### src/design/fmsp_pkg.sv
// Shared types, codes and helpers for the FLAC metadata stream parser.
// No dependencies; used by fmsp_step and flac_metadata_stream_parser_core.
package fmsp_pkg;

   // Parse phase codes
   localparam logic [4:0] PH_MAGIC  = 5'd0;
   localparam logic [4:0] PH_HDR    = 5'd1;
   localparam logic [4:0] PH_VLEN   = 5'd2;
   localparam logic [4:0] PH_VENDOR = 5'd3;
   localparam logic [4:0] PH_COUNT  = 5'd4;
   localparam logic [4:0] PH_CLEN   = 5'd5;
   localparam logic [4:0] PH_CBODY  = 5'd6;
   localparam logic [4:0] PH_PTYPE  = 5'd7;
   localparam logic [4:0] PH_MLEN   = 5'd8;
   localparam logic [4:0] PH_MIME   = 5'd9;
   localparam logic [4:0] PH_DLEN   = 5'd10;
   localparam logic [4:0] PH_DESC   = 5'd11;
   localparam logic [4:0] PH_DIMS   = 5'd12;
   localparam logic [4:0] PH_PLEN   = 5'd13;
   localparam logic [4:0] PH_PDATA  = 5'd14;
   localparam logic [4:0] PH_SKIP   = 5'd15;
   localparam logic [4:0] PH_AFTER  = 5'd16;
   localparam logic [4:0] PH_ERROR  = 5'd17;

   // Byte role codes
   localparam logic [4:0] ROLE_MAGIC       = 5'd0;
   localparam logic [4:0] ROLE_HEADER      = 5'd1;
   localparam logic [4:0] ROLE_SKIPPED     = 5'd2;
   localparam logic [4:0] ROLE_VENDOR_LEN  = 5'd3;
   localparam logic [4:0] ROLE_VENDOR      = 5'd4;
   localparam logic [4:0] ROLE_COUNT       = 5'd5;
   localparam logic [4:0] ROLE_COMMENT_LEN = 5'd6;
   localparam logic [4:0] ROLE_KEY         = 5'd7;
   localparam logic [4:0] ROLE_EQUALS      = 5'd8;
   localparam logic [4:0] ROLE_VALUE       = 5'd9;
   localparam logic [4:0] ROLE_PIC_TYPE    = 5'd10;
   localparam logic [4:0] ROLE_MIME_LEN    = 5'd11;
   localparam logic [4:0] ROLE_MIME_PREFIX = 5'd12;
   localparam logic [4:0] ROLE_MIME        = 5'd13;
   localparam logic [4:0] ROLE_DESC_LEN    = 5'd14;
   localparam logic [4:0] ROLE_DESC        = 5'd15;
   localparam logic [4:0] ROLE_DIMS        = 5'd16;
   localparam logic [4:0] ROLE_DATA_LEN    = 5'd17;
   localparam logic [4:0] ROLE_PIC_DATA    = 5'd18;
   localparam logic [4:0] ROLE_AFTER       = 5'd19;
   localparam logic [4:0] ROLE_ERROR       = 5'd20;

   // Block types and fixed byte values
   localparam logic [6:0] TYPE_COMMENT = 7'd4;
   localparam logic [6:0] TYPE_PICTURE = 7'd6;
   localparam logic [7:0] MAGIC_0      = 8'h66;
   localparam logic [7:0] MAGIC_1      = 8'h4C;
   localparam logic [7:0] MAGIC_2      = 8'h61;
   localparam logic [7:0] MAGIC_3      = 8'h43;
   localparam logic [7:0] CHAR_EQUALS  = 8'h3D;
   localparam logic [7:0] CHAR_UPPER_A = 8'h41;
   localparam logic [7:0] CHAR_UPPER_Z = 8'h5A;
   localparam logic [7:0] CASE_OFFSET  = 8'h20;
   localparam logic [31:0] DIMS_BYTES   = 32'd16;
   localparam logic [2:0]  PREFIX_BYTES = 3'd6;

   // Parser state carried from word to word
   typedef struct packed {
      logic [4:0]  phase;
      logic [1:0]  magic_index;
      logic [23:0] block_remaining;
      logic [31:0] field_remaining;
      logic [31:0] number_accum;
      logic [6:0]  current_type;
      logic        last_flag;
      logic        seen_equals;
      logic [2:0]  prefix_left;
   } state_type;

   // Tagged result word
   typedef struct packed {
      logic [4:0]  role;
      logic [7:0]  out_byte;
      logic [6:0]  block_type;
      logic        last_block;
      logic        field_done;
      logic [31:0] field_number;
      logic        block_done;
   } result_type;

   localparam state_type STATE_RESET = '{
      phase: PH_MAGIC, magic_index: 2'd0, block_remaining: 24'd0,
      field_remaining: 32'd0, number_accum: 32'd0, current_type: 7'd0,
      last_flag: 1'b0, seen_equals: 1'b0, prefix_left: 3'd0
   };

   // Clip a string length to the room left in the block
   function automatic logic [31:0] clip_len(input logic [31:0] len,
                                            input logic [23:0] room);
      logic [31:0] room_w;
      room_w = {8'd0, room};
      return (len > room_w) ? room_w : len;
   endfunction

   // Expected magic byte at a given position
   function automatic logic [7:0] magic_byte(input logic [1:0] idx);
      logic [7:0] m;
      case (idx)
         2'd0:    m = MAGIC_0;
         2'd1:    m = MAGIC_1;
         2'd2:    m = MAGIC_2;
         default: m = MAGIC_3;
      endcase
      return m;
   endfunction

endpackage

### src/design/fmsp_step.sv
// Per-word tagging logic: next parser state and the result for one byte.
// Purely combinational; depends on fmsp_pkg.
module fmsp_step (
   input  fmsp_pkg::state_type  state_ff,
   input  logic [7:0]           data_byte,
   input  logic                 stream_start,
   output fmsp_pkg::state_type  state_in,
   output fmsp_pkg::result_type result
);

   always_comb begin
      fmsp_pkg::state_type s;
      logic [7:0]  b;
      logic [4:0]  role;
      logic [7:0]  obyte;
      logic        fdone;
      logic [31:0] fnum;
      logic        bdone;
      logic [23:0] room;
      logic [31:0] num_next;
      logic        num_done;
      logic [31:0] len;
      logic [31:0] flen;
      logic        is_string;
      logic        is_number;
      logic        big_endian;

      // restart on stream start
      s = stream_start ? fmsp_pkg::STATE_RESET : state_ff;
      b = data_byte;
      role = fmsp_pkg::ROLE_SKIPPED;
      obyte = b;
      fdone = 1'b0;
      fnum = 32'd0;
      bdone = 1'b0;
      room = s.block_remaining - 24'd1;
      len = 32'd0;
      flen = 32'd0;

      // assemble one byte of a 4-byte number
      big_endian = (s.phase == fmsp_pkg::PH_PTYPE) || (s.phase == fmsp_pkg::PH_MLEN) ||
                   (s.phase == fmsp_pkg::PH_DLEN) || (s.phase == fmsp_pkg::PH_PLEN);
      if (big_endian) begin
         num_next = {s.number_accum[23:0], b};
      end else begin
         num_next = s.number_accum | ({24'd0, b} << {s.magic_index, 3'b000});
      end
      num_done = (s.magic_index == 2'd3);
      is_number = 1'b0;
      is_string = 1'b0;

      case (s.phase)
         fmsp_pkg::PH_MAGIC: begin
            if (b == fmsp_pkg::magic_byte(s.magic_index)) begin
               role = fmsp_pkg::ROLE_MAGIC;
               if (s.magic_index == 2'd3) begin
                  s.magic_index = 2'd0;
                  s.number_accum = 32'd0;
                  s.phase = fmsp_pkg::PH_HDR;
               end else begin
                  s.magic_index = s.magic_index + 2'd1;
               end
            end else begin
               role = fmsp_pkg::ROLE_ERROR;
               s.phase = fmsp_pkg::PH_ERROR;
            end
         end
         fmsp_pkg::PH_ERROR: role = fmsp_pkg::ROLE_ERROR;
         fmsp_pkg::PH_AFTER: role = fmsp_pkg::ROLE_AFTER;
         fmsp_pkg::PH_HDR: begin
            role = fmsp_pkg::ROLE_HEADER;
            if (s.magic_index == 2'd0) begin
               s.last_flag = b[7];
               s.current_type = b[6:0];
               s.number_accum = 32'd0;
               s.magic_index = 2'd1;
            end else begin
               s.number_accum = {8'd0, s.number_accum[15:0], b};
               if (s.magic_index == 2'd3) begin
                  s.magic_index = 2'd0;
                  s.block_remaining = s.number_accum[23:0];
                  fnum = s.number_accum;
                  s.number_accum = 32'd0;
                  fdone = 1'b1;
                  if (s.block_remaining == 24'd0) begin
                     bdone = 1'b1;
                     s.phase = s.last_flag ? fmsp_pkg::PH_AFTER : fmsp_pkg::PH_HDR;
                  end else if (s.current_type == fmsp_pkg::TYPE_COMMENT) begin
                     s.phase = fmsp_pkg::PH_VLEN;
                  end else if (s.current_type == fmsp_pkg::TYPE_PICTURE) begin
                     s.phase = fmsp_pkg::PH_PTYPE;
                  end else begin
                     s.phase = fmsp_pkg::PH_SKIP;
                  end
               end else begin
                  s.magic_index = s.magic_index + 2'd1;
               end
            end
         end
         fmsp_pkg::PH_VLEN:   begin role = fmsp_pkg::ROLE_VENDOR_LEN;  is_number = 1'b1; end
         fmsp_pkg::PH_COUNT:  begin role = fmsp_pkg::ROLE_COUNT;       is_number = 1'b1; end
         fmsp_pkg::PH_CLEN:   begin role = fmsp_pkg::ROLE_COMMENT_LEN; is_number = 1'b1; end
         fmsp_pkg::PH_PTYPE:  begin role = fmsp_pkg::ROLE_PIC_TYPE;    is_number = 1'b1; end
         fmsp_pkg::PH_MLEN:   begin role = fmsp_pkg::ROLE_MIME_LEN;    is_number = 1'b1; end
         fmsp_pkg::PH_DLEN:   begin role = fmsp_pkg::ROLE_DESC_LEN;    is_number = 1'b1; end
         fmsp_pkg::PH_PLEN:   begin role = fmsp_pkg::ROLE_DATA_LEN;    is_number = 1'b1; end
         fmsp_pkg::PH_VENDOR: begin role = fmsp_pkg::ROLE_VENDOR;      is_string = 1'b1; end
         fmsp_pkg::PH_DESC:   begin role = fmsp_pkg::ROLE_DESC;        is_string = 1'b1; end
         fmsp_pkg::PH_DIMS:   begin role = fmsp_pkg::ROLE_DIMS;        is_string = 1'b1; end
         fmsp_pkg::PH_PDATA:  begin role = fmsp_pkg::ROLE_PIC_DATA;    is_string = 1'b1; end
         fmsp_pkg::PH_CBODY: begin
            is_string = 1'b1;
            if (s.seen_equals) begin
               role = fmsp_pkg::ROLE_VALUE;
            end else if (b == fmsp_pkg::CHAR_EQUALS) begin
               role = fmsp_pkg::ROLE_EQUALS;
               s.seen_equals = 1'b1;
            end else begin
               role = fmsp_pkg::ROLE_KEY;
               if (b >= fmsp_pkg::CHAR_UPPER_A && b <= fmsp_pkg::CHAR_UPPER_Z) begin
                  obyte = b + fmsp_pkg::CASE_OFFSET;
               end
            end
         end
         fmsp_pkg::PH_MIME: begin
            is_string = 1'b1;
            if (s.prefix_left != 3'd0) begin
               role = fmsp_pkg::ROLE_MIME_PREFIX;
               s.prefix_left = s.prefix_left - 3'd1;
            end else begin
               role = fmsp_pkg::ROLE_MIME;
            end
         end
         default: role = fmsp_pkg::ROLE_SKIPPED;
      endcase

      // number fields: complete, then open the following string or field
      if (is_number) begin
         if (num_done) begin
            fdone = 1'b1;
            fnum = num_next;
            s.number_accum = 32'd0;
            s.magic_index = 2'd0;
            len = fmsp_pkg::clip_len(num_next, room);
            flen = fmsp_pkg::clip_len(fmsp_pkg::DIMS_BYTES, room);
            case (s.phase)
               fmsp_pkg::PH_VLEN: begin
                  s.field_remaining = len;
                  s.phase = (len == 32'd0) ? fmsp_pkg::PH_COUNT : fmsp_pkg::PH_VENDOR;
               end
               fmsp_pkg::PH_COUNT: s.phase = fmsp_pkg::PH_CLEN;
               fmsp_pkg::PH_CLEN: begin
                  s.seen_equals = 1'b0;
                  s.field_remaining = len;
                  s.phase = (len == 32'd0) ? fmsp_pkg::PH_CLEN : fmsp_pkg::PH_CBODY;
               end
               fmsp_pkg::PH_PTYPE: s.phase = fmsp_pkg::PH_MLEN;
               fmsp_pkg::PH_MLEN: begin
                  s.field_remaining = len;
                  s.phase = (len == 32'd0) ? fmsp_pkg::PH_DLEN : fmsp_pkg::PH_MIME;
                  s.prefix_left = (len > {29'd0, fmsp_pkg::PREFIX_BYTES}) ?
                                  fmsp_pkg::PREFIX_BYTES : 3'd0;
               end
               fmsp_pkg::PH_DLEN: begin
                  if (len != 32'd0) begin
                     s.field_remaining = len;
                     s.phase = fmsp_pkg::PH_DESC;
                  end else begin
                     s.field_remaining = flen;
                     s.phase = (flen == 32'd0) ? fmsp_pkg::PH_PLEN : fmsp_pkg::PH_DIMS;
                  end
               end
               default: begin
                  s.field_remaining = len;
                  s.phase = (len == 32'd0) ? fmsp_pkg::PH_SKIP : fmsp_pkg::PH_PDATA;
               end
            endcase
         end else begin
            s.number_accum = num_next;
            s.magic_index = s.magic_index + 2'd1;
         end
      end

      // strings: count down, advance at the end
      if (is_string) begin
         s.field_remaining = s.field_remaining - 32'd1;
         if (s.field_remaining == 32'd0) begin
            fdone = 1'b1;
            flen = fmsp_pkg::clip_len(fmsp_pkg::DIMS_BYTES, room);
            case (s.phase)
               fmsp_pkg::PH_VENDOR: s.phase = fmsp_pkg::PH_COUNT;
               fmsp_pkg::PH_CBODY:  s.phase = fmsp_pkg::PH_CLEN;
               fmsp_pkg::PH_MIME:   s.phase = fmsp_pkg::PH_DLEN;
               fmsp_pkg::PH_DESC: begin
                  s.field_remaining = flen;
                  s.phase = (flen == 32'd0) ? fmsp_pkg::PH_PLEN : fmsp_pkg::PH_DIMS;
               end
               fmsp_pkg::PH_DIMS:   s.phase = fmsp_pkg::PH_PLEN;
               default:             s.phase = fmsp_pkg::PH_SKIP;
            endcase
         end
      end

      // body bytes: count the block down and drop to the next header at its end
      if (is_number || is_string ||
          ((stream_start ? fmsp_pkg::PH_MAGIC : state_ff.phase) == fmsp_pkg::PH_SKIP)) begin
         s.block_remaining = room;
         if (room == 24'd0) begin
            bdone = 1'b1;
            s.magic_index = 2'd0;
            s.number_accum = 32'd0;
            s.phase = s.last_flag ? fmsp_pkg::PH_AFTER : fmsp_pkg::PH_HDR;
         end
      end

      state_in = s;
      result.role = role;
      result.out_byte = obyte;
      result.block_type = s.current_type;
      result.last_block = s.last_flag;
      result.field_done = fdone;
      result.field_number = fnum;
      result.block_done = bdone;
   end

endmodule

### src/design/flac_metadata_stream_parser_core.sv
// A byte's tag reaches rsp_ from the result register, via the skid if that is full.
// Throughput: one byte per cycle while the skid is empty; the tagging logic in
// fmsp_step sits between the parser state registers and the result register, with
// a one-word skid behind it. Reset (synchronous, active high) returns the parser to
// waiting for the magic and empties the result and skid registers. req_stream_start
// restarts parsing too. Depends on fmsp_pkg and fmsp_step.
module flac_metadata_stream_parser_core (
   input  logic        clock,
   input  logic        reset,
   input  logic        req_valid,
   output logic        req_ready,
   input  logic [7:0]  req_data_byte,
   input  logic        req_stream_start,
   output logic        rsp_valid,
   input  logic        rsp_ready,
   output logic [4:0]  rsp_role,
   output logic [7:0]  rsp_out_byte,
   output logic [6:0]  rsp_block_type,
   output logic        rsp_last_block,
   output logic        rsp_field_done,
   output logic [31:0] rsp_field_number,
   output logic        rsp_block_done
);

   fmsp_pkg::state_type  state_ff, state_in;
   fmsp_pkg::result_type result_in, out_ff, skid_ff;
   logic                 out_valid_ff, skid_valid_ff;
   logic                 accept, take;

   fmsp_step u_step (
      .state_ff     (state_ff),
      .data_byte    (req_data_byte),
      .stream_start (req_stream_start),
      .state_in     (state_in),
      .result       (result_in)
   );

   assign req_ready = !skid_valid_ff;
   assign accept    = req_valid && req_ready;
   assign take      = out_valid_ff && rsp_ready;

   // advance parser state on each accepted word
   always_ff @(posedge clock) begin
      if (reset) begin
         state_ff <= fmsp_pkg::STATE_RESET;
      end else if (accept) begin
         state_ff <= state_in;
      end
   end

   // result register with a one-word skid
   always_ff @(posedge clock) begin
      if (reset) begin
         out_valid_ff  <= 1'b0;
         skid_valid_ff <= 1'b0;
      end else if (skid_valid_ff) begin
         if (take) begin
            skid_valid_ff <= 1'b0;
         end
      end else if (accept) begin
         if (!out_valid_ff || take) begin
            out_valid_ff <= 1'b1;
         end else begin
            skid_valid_ff <= 1'b1;
         end
      end else if (take) begin
         out_valid_ff <= 1'b0;
      end
   end

   // payload moves without reset
   always_ff @(posedge clock) begin
      if (skid_valid_ff) begin
         if (take) begin
            out_ff <= skid_ff;
         end
      end else if (accept) begin
         if (!out_valid_ff || take) begin
            out_ff <= result_in;
         end else begin
            skid_ff <= result_in;
         end
      end
   end

   assign rsp_valid        = out_valid_ff;
   assign rsp_role         = out_ff.role;
   assign rsp_out_byte     = out_ff.out_byte;
   assign rsp_block_type   = out_ff.block_type;
   assign rsp_last_block   = out_ff.last_block;
   assign rsp_field_done   = out_ff.field_done;
   assign rsp_field_number = out_ff.field_number;
   assign rsp_block_done   = out_ff.block_done;

   // skid holds a word only behind a full result register
   a_skid_behind_out: assert property (@(posedge clock) disable iff (reset)
      skid_valid_ff |-> out_valid_ff)
      else $error("skid valid without result valid");

   // key bytes never carry an uppercase letter
   a_key_lower: assert property (@(posedge clock) disable iff (reset)
      (rsp_valid && rsp_role == fmsp_pkg::ROLE_KEY) |->
      (rsp_out_byte < fmsp_pkg::CHAR_UPPER_A || rsp_out_byte > fmsp_pkg::CHAR_UPPER_Z))
      else $error("uppercase byte tagged as key");

   // a nonzero number only comes with a completed field
   a_number_done: assert property (@(posedge clock) disable iff (reset)
      (rsp_valid && rsp_field_number != 32'd0) |-> rsp_field_done)
      else $error("field number without field done");

   // error phase holds until a stream start
   a_error_sticky: assert property (@(posedge clock) disable iff (reset)
      (accept && !req_stream_start && state_ff.phase == fmsp_pkg::PH_ERROR) |=>
      (state_ff.phase == fmsp_pkg::PH_ERROR))
      else $error("left error phase without stream start");

endmodule

### config.mk
export PLATFORM = sky130hd
export DESIGN_NAME = flac_metadata_stream_parser_core
export DESIGN_NICKNAME = d
export VERILOG_FILES = /design/src/design/fmsp_pkg.sv /design/src/design/fmsp_step.sv /design/src/design/flac_metadata_stream_parser_core.sv
export SDC_FILE = /design/constraint.sdc
export NUM_CORES = 1
export LEC_CHECK = 0
export BUFFER_PORTS_ARGS = -buffer_cell sky130_fd_sc_hd__buf_2
export CAP_MARGIN = 20
export CORE_UTILIZATION = 50
export DETAILED_ROUTE_END_ITERATION = 16
export PLACE_DENSITY = 0.67
export RECOVER_POWER = 50
export SYNTH_ARGS = -nofsm -noshare
export SYNTH_HDL_FRONTEND = slang
export SYNTH_HIERARCHICAL = 1
export SYNTH_SLANG_ARGS = --single-unit
### constraint.sdc
create_clock -name clock -period 13.1 [get_ports clock]
set_input_delay 2.62 -clock clock [delete_from_list [all_inputs] [get_ports clock]]
set_output_delay 2.62 -clock clock [all_outputs]
set_load 0.05 [all_outputs]
==> metrics.yaml <==
yosysSeqAreaShare_pct: 31.7
placed_cell_area_um2: 17600
grt_overflow: 0
drive_above_1_share_pct: 10.6
die_y_um: 188
fin_skew_ns: 0.0309
ios: 70
cts-root-buf: "clkbuf_16"
clk_path_buf_depth: 3
synth_top_area_share_pct: 19.1
initial_utilization_pct: 51.2
slew_headroom_pct: -155
clock_latency_ns: 0.57
grt_max_degree: 151
start_kind: "input port"
wl_mm: 59.6
syn_to_final_growth_pct: 5.84
hp-class: "flop to flop"
report.final.hold_viol_count: 0
synth_edf_count: 110
power.density_nw_per_um2: 90.8
finalSetupViolations: 0
grt_usage_pct: 32.7
fp-row-count: 67
path_class: "input port to flop"
tritoncts: "built"
rsz0062_at_grt: "no"
use_met1_pct: 44.9
numPortBuffers: 69
viasPerCell: 6.72
hold_slack_ns: 0.470
netlist_instances: 1976
antenna_found_initial: 0
synth_nets: 2024
design_area_um2: 18300
gr-max-usage-layer: "met2"
synth_area_um2: 17300
endpoint_kind: "flop"
clk_pin_slew_ns: 0.05
h-tree-depth: 1
critPathRequiredTime_ns: 13.39
cp_max_fo: 45
min_period_over_period_pct: 79.2
async_flop_share_pct: 0
tns_ns: 0
vias: 16100
nets: 1982
rrSetupSlack_ns: 4.01
numCtsBuffers: 25
drc: 0
cts_resized: 0
grt_pass1_wl_mm: 91.0
die_w_um: 188
synth_top_flop_cell: "edfxtp_1"
seqCellArea_um2: 5490
max_freq_mhz: 96.4
status: "complete, but fails checks"
ys_warn_count: 6
netlist_top_cells_area: "edfxtp_1, dfxtp_1, nand4bb_1"
grt.met2_usage_pct: 51.4
drt_pass1_iterations: 8
gp_congestion: 0.978
avgRoutedWirePerCell_um: 24.8
antenna_left: 0
synth-seq-cells: 219
p_leak_nw: 6.40
grt_pass1_vias: 14900
yosysUniqueCellTypes: 102
fill_cells: 3136
dp_hpwl_mm: 41.5
maxSlewViolCount: 253
yosysTopAreaCell: "edfxtp_1"
fin_crit_ns: 10.37
postCtsSetupRepairBufs: 0
synth.avg_cell_area_um2: 8.76
multi_input_area_um2: 10800
core-area_um2: 33800
grt_use_met3_pct: 5.20
worstMarginPinSlew_ns: 3.83
peakVddDrop_mv: 0.105
worstPathArrival_ns: 10.66
drv_cap: 5
drt_iter0_markers: 1957
die_area_um2: 35400
failed_checks: "capacitance limit, slew limit"
dp.cells: 2353
instances_no_fill: 2401
cts.sinks: 219
cts_hold_buf: 0
cell type report:
| type | instances | area share [%] |
|---|---|---|
| Multi-Input combinational cell | 1541 | 58.8 |
| Sequential cell | 219 | 29.9 |
| Clock buffer | 38 | 3.90 |
| Timing Repair Buffer | 108 | 3.18 |
| Tap cell | 448 | 3.06 |
| Inverter | 39 | 0.799 |
| Clock inverter | 7 | 0.253 |
| Antenna cell | 1 | 0.0137 |
metal layers:
| layer | vias to the layer above | wire [µm] |
|---|---|---|
| met5 | - | 0 |
| met4 | 0 | 2650 |
| met3 | 186 | 5770 |
| met2 | 936 | 26400 |
| met1 | 7673 | 24800 |
| li1 | 7336 | - |
cell usage after synthesis, types with 7 or more instances:
| cell type | instances |
|---|---|
| nor2_1 | 149 |
| o21ai_0 | 139 |
| nand2_1 | 134 |
| nand2b_1 | 124 |
| clkbuf_1 | 114 |
| a21oi_1 | 110 |
| edfxtp_1 | 110 |
| dfxtp_1 | 109 |
| nand4bb_1 | 108 |
| nor3_1 | 53 |
| mux2i_1 | 52 |
| mux2_4 | 47 |
| nand3_1 | 46 |
| o21ai_1 | 44 |
| inv_1 | 39 |
| ha_1 | 35 |
| nor2b_1 | 34 |
| nor4_1 | 32 |
| o22ai_1 | 25 |
| mux2_2 | 21 |
| or3_1 | 20 |
| or4_1 | 20 |
| o21ai_2 | 19 |
| buf_4 | 18 |
| and3_1 | 17 |
| xor2_1 | 17 |
| a31oi_1 | 16 |
| buf_2 | 16 |
| nand4_1 | 16 |
| xnor2_1 | 16 |
| a22oi_1 | 15 |
| a32oi_1 | 14 |
| and2_1 | 14 |
| a22o_1 | 13 |
| buf_1 | 12 |
| a211oi_1 | 11 |
| a21o_1 | 11 |
| o211ai_1 | 10 |
| o31ai_1 | 9 |
| or2_2 | 9 |
| buf_6 | 8 |
| o21a_1 | 8 |
| a221oi_1 | 7 |
state kept, by name, summed over array words and instances (netlist names):
| register | count |
|---|---|
| rsp_block_done | 1 |
| rsp_block_type | 7 |
| rsp_field_done | 1 |
| rsp_field_number | 32 |
| rsp_last_block | 1 |
| rsp_out_byte | 8 |
| rsp_role | 5 |
| rsp_valid | 1 |
| skid_ff | 55 |
| skid_valid_ff | 1 |
| state_ff | 107 |
where the power goes:
group	leakage [nW]	switching (mW)	internal (mW)	total, mW
clock network	0.374	0.291	0.375	0.666
logic	4.12	0.171	0.0665	0.238
registers	1.91	0.0128	0.747	0.759
cells in the final DEF (no fill, tap or decap), types with 14 or more instances in the layout:
cell type	count
xnor2_1	16
a31oi_1	16
nand3_1	46
or4_1	20
xor2_1	17
clkbuf_16	25
buf_4	35
clkbuf_1	75
nand4_1	16
o21ai_1	44
o21ai_2	19
nand2b_1	124
edfxtp_1	110
dfxtp_1	109
o21ai_0	139
mux2_4	42
a32oi_1	14
mux2i_1	52
mux2_2	21
and3_1	17
nand4bb_1	108
nor3_1	52
or3_1	20
nor2_1	149
a22oi_1	15
nand2_1	134
nor2b_1	34
inv_1	38
nor4_1	32
o22ai_1	25
a21oi_1	110
ha_1	35
cell families (layout without fill, tap and decap cells):
logic type / count (synthesis) / after routing / share of synthesized area [%]
buffers and inverters: 216 / 192 / 6.09
adder cells (fa/ha/maj): 35 / 35 / 2.53
flip-flops: 219 / 219 / 31.7
AO/OA/AOI/OAI: 521 / 521 / 19.6
other: 0 / 1 / 0
multiplexers: 122 / 122 / 8.66
XOR/XNOR: 33 / 33 / 1.67
AND/OR/NAND/NOR: 830 / 830 / 29.8
critical path: stages:
cell,delay [ns]
buf_4,0.26
o21bai_1,0.26
or4_1,0.58
a32oi_1,0.68
inv_1,0.17
ha_1,0.35
a21oi_1,0.18
o21ai_0,0.12
a21o_1,0.20
o31ai_1,0.75
nand2_2,0.15
nor4_4,0.45
a31oi_4,0.14
o41ai_1,0.59
inv_1,0.14
ha_1,0.28
o211ai_4,0.14
xor2_1,0.10
o31ai_1,0.31
o2111ai_1,0.18
nand4bb_2,0.32
nor4_4,0.95
o21ai_0,0.18
a221o_1,0.32
nand4bb_1,0.09
o21ai_0,0.09
worst paths after layout:
kind | from | end | cells past startpoint
worst max-delay path | req_stream_start | state_ff[47]$_SDFFE_PP0P_ | 26
worst min-delay path | state_ff[65]$_SDFFE_PP0P_ | state_ff[65]$_SDFFE_PP0P_ | 2
worst max register to register | state_ff[102]$_SDFFE_PP0P_ | state_ff[47]$_SDFFE_PP0P_ | 25
worst min register to register | state_ff[65]$_SDFFE_PP0P_ | state_ff[65]$_SDFFE_PP0P_ | 2
per-stage QoR:
stage / setup slack (ns) / util, % / total power, mW
final: 2.73 / 54.2 / 1.66
after global routing: 2.15 / 54.2 / 1.72
after CTS: 3.07 / 54.4 / 1.68
after detailed placement: 2.51 / 52.2 / 1.01
after global placement: 2.72 / 52.2 / 1.01
after floorplan: 2.70 / - / 0.958
Power figures use the tool's default switching activity.
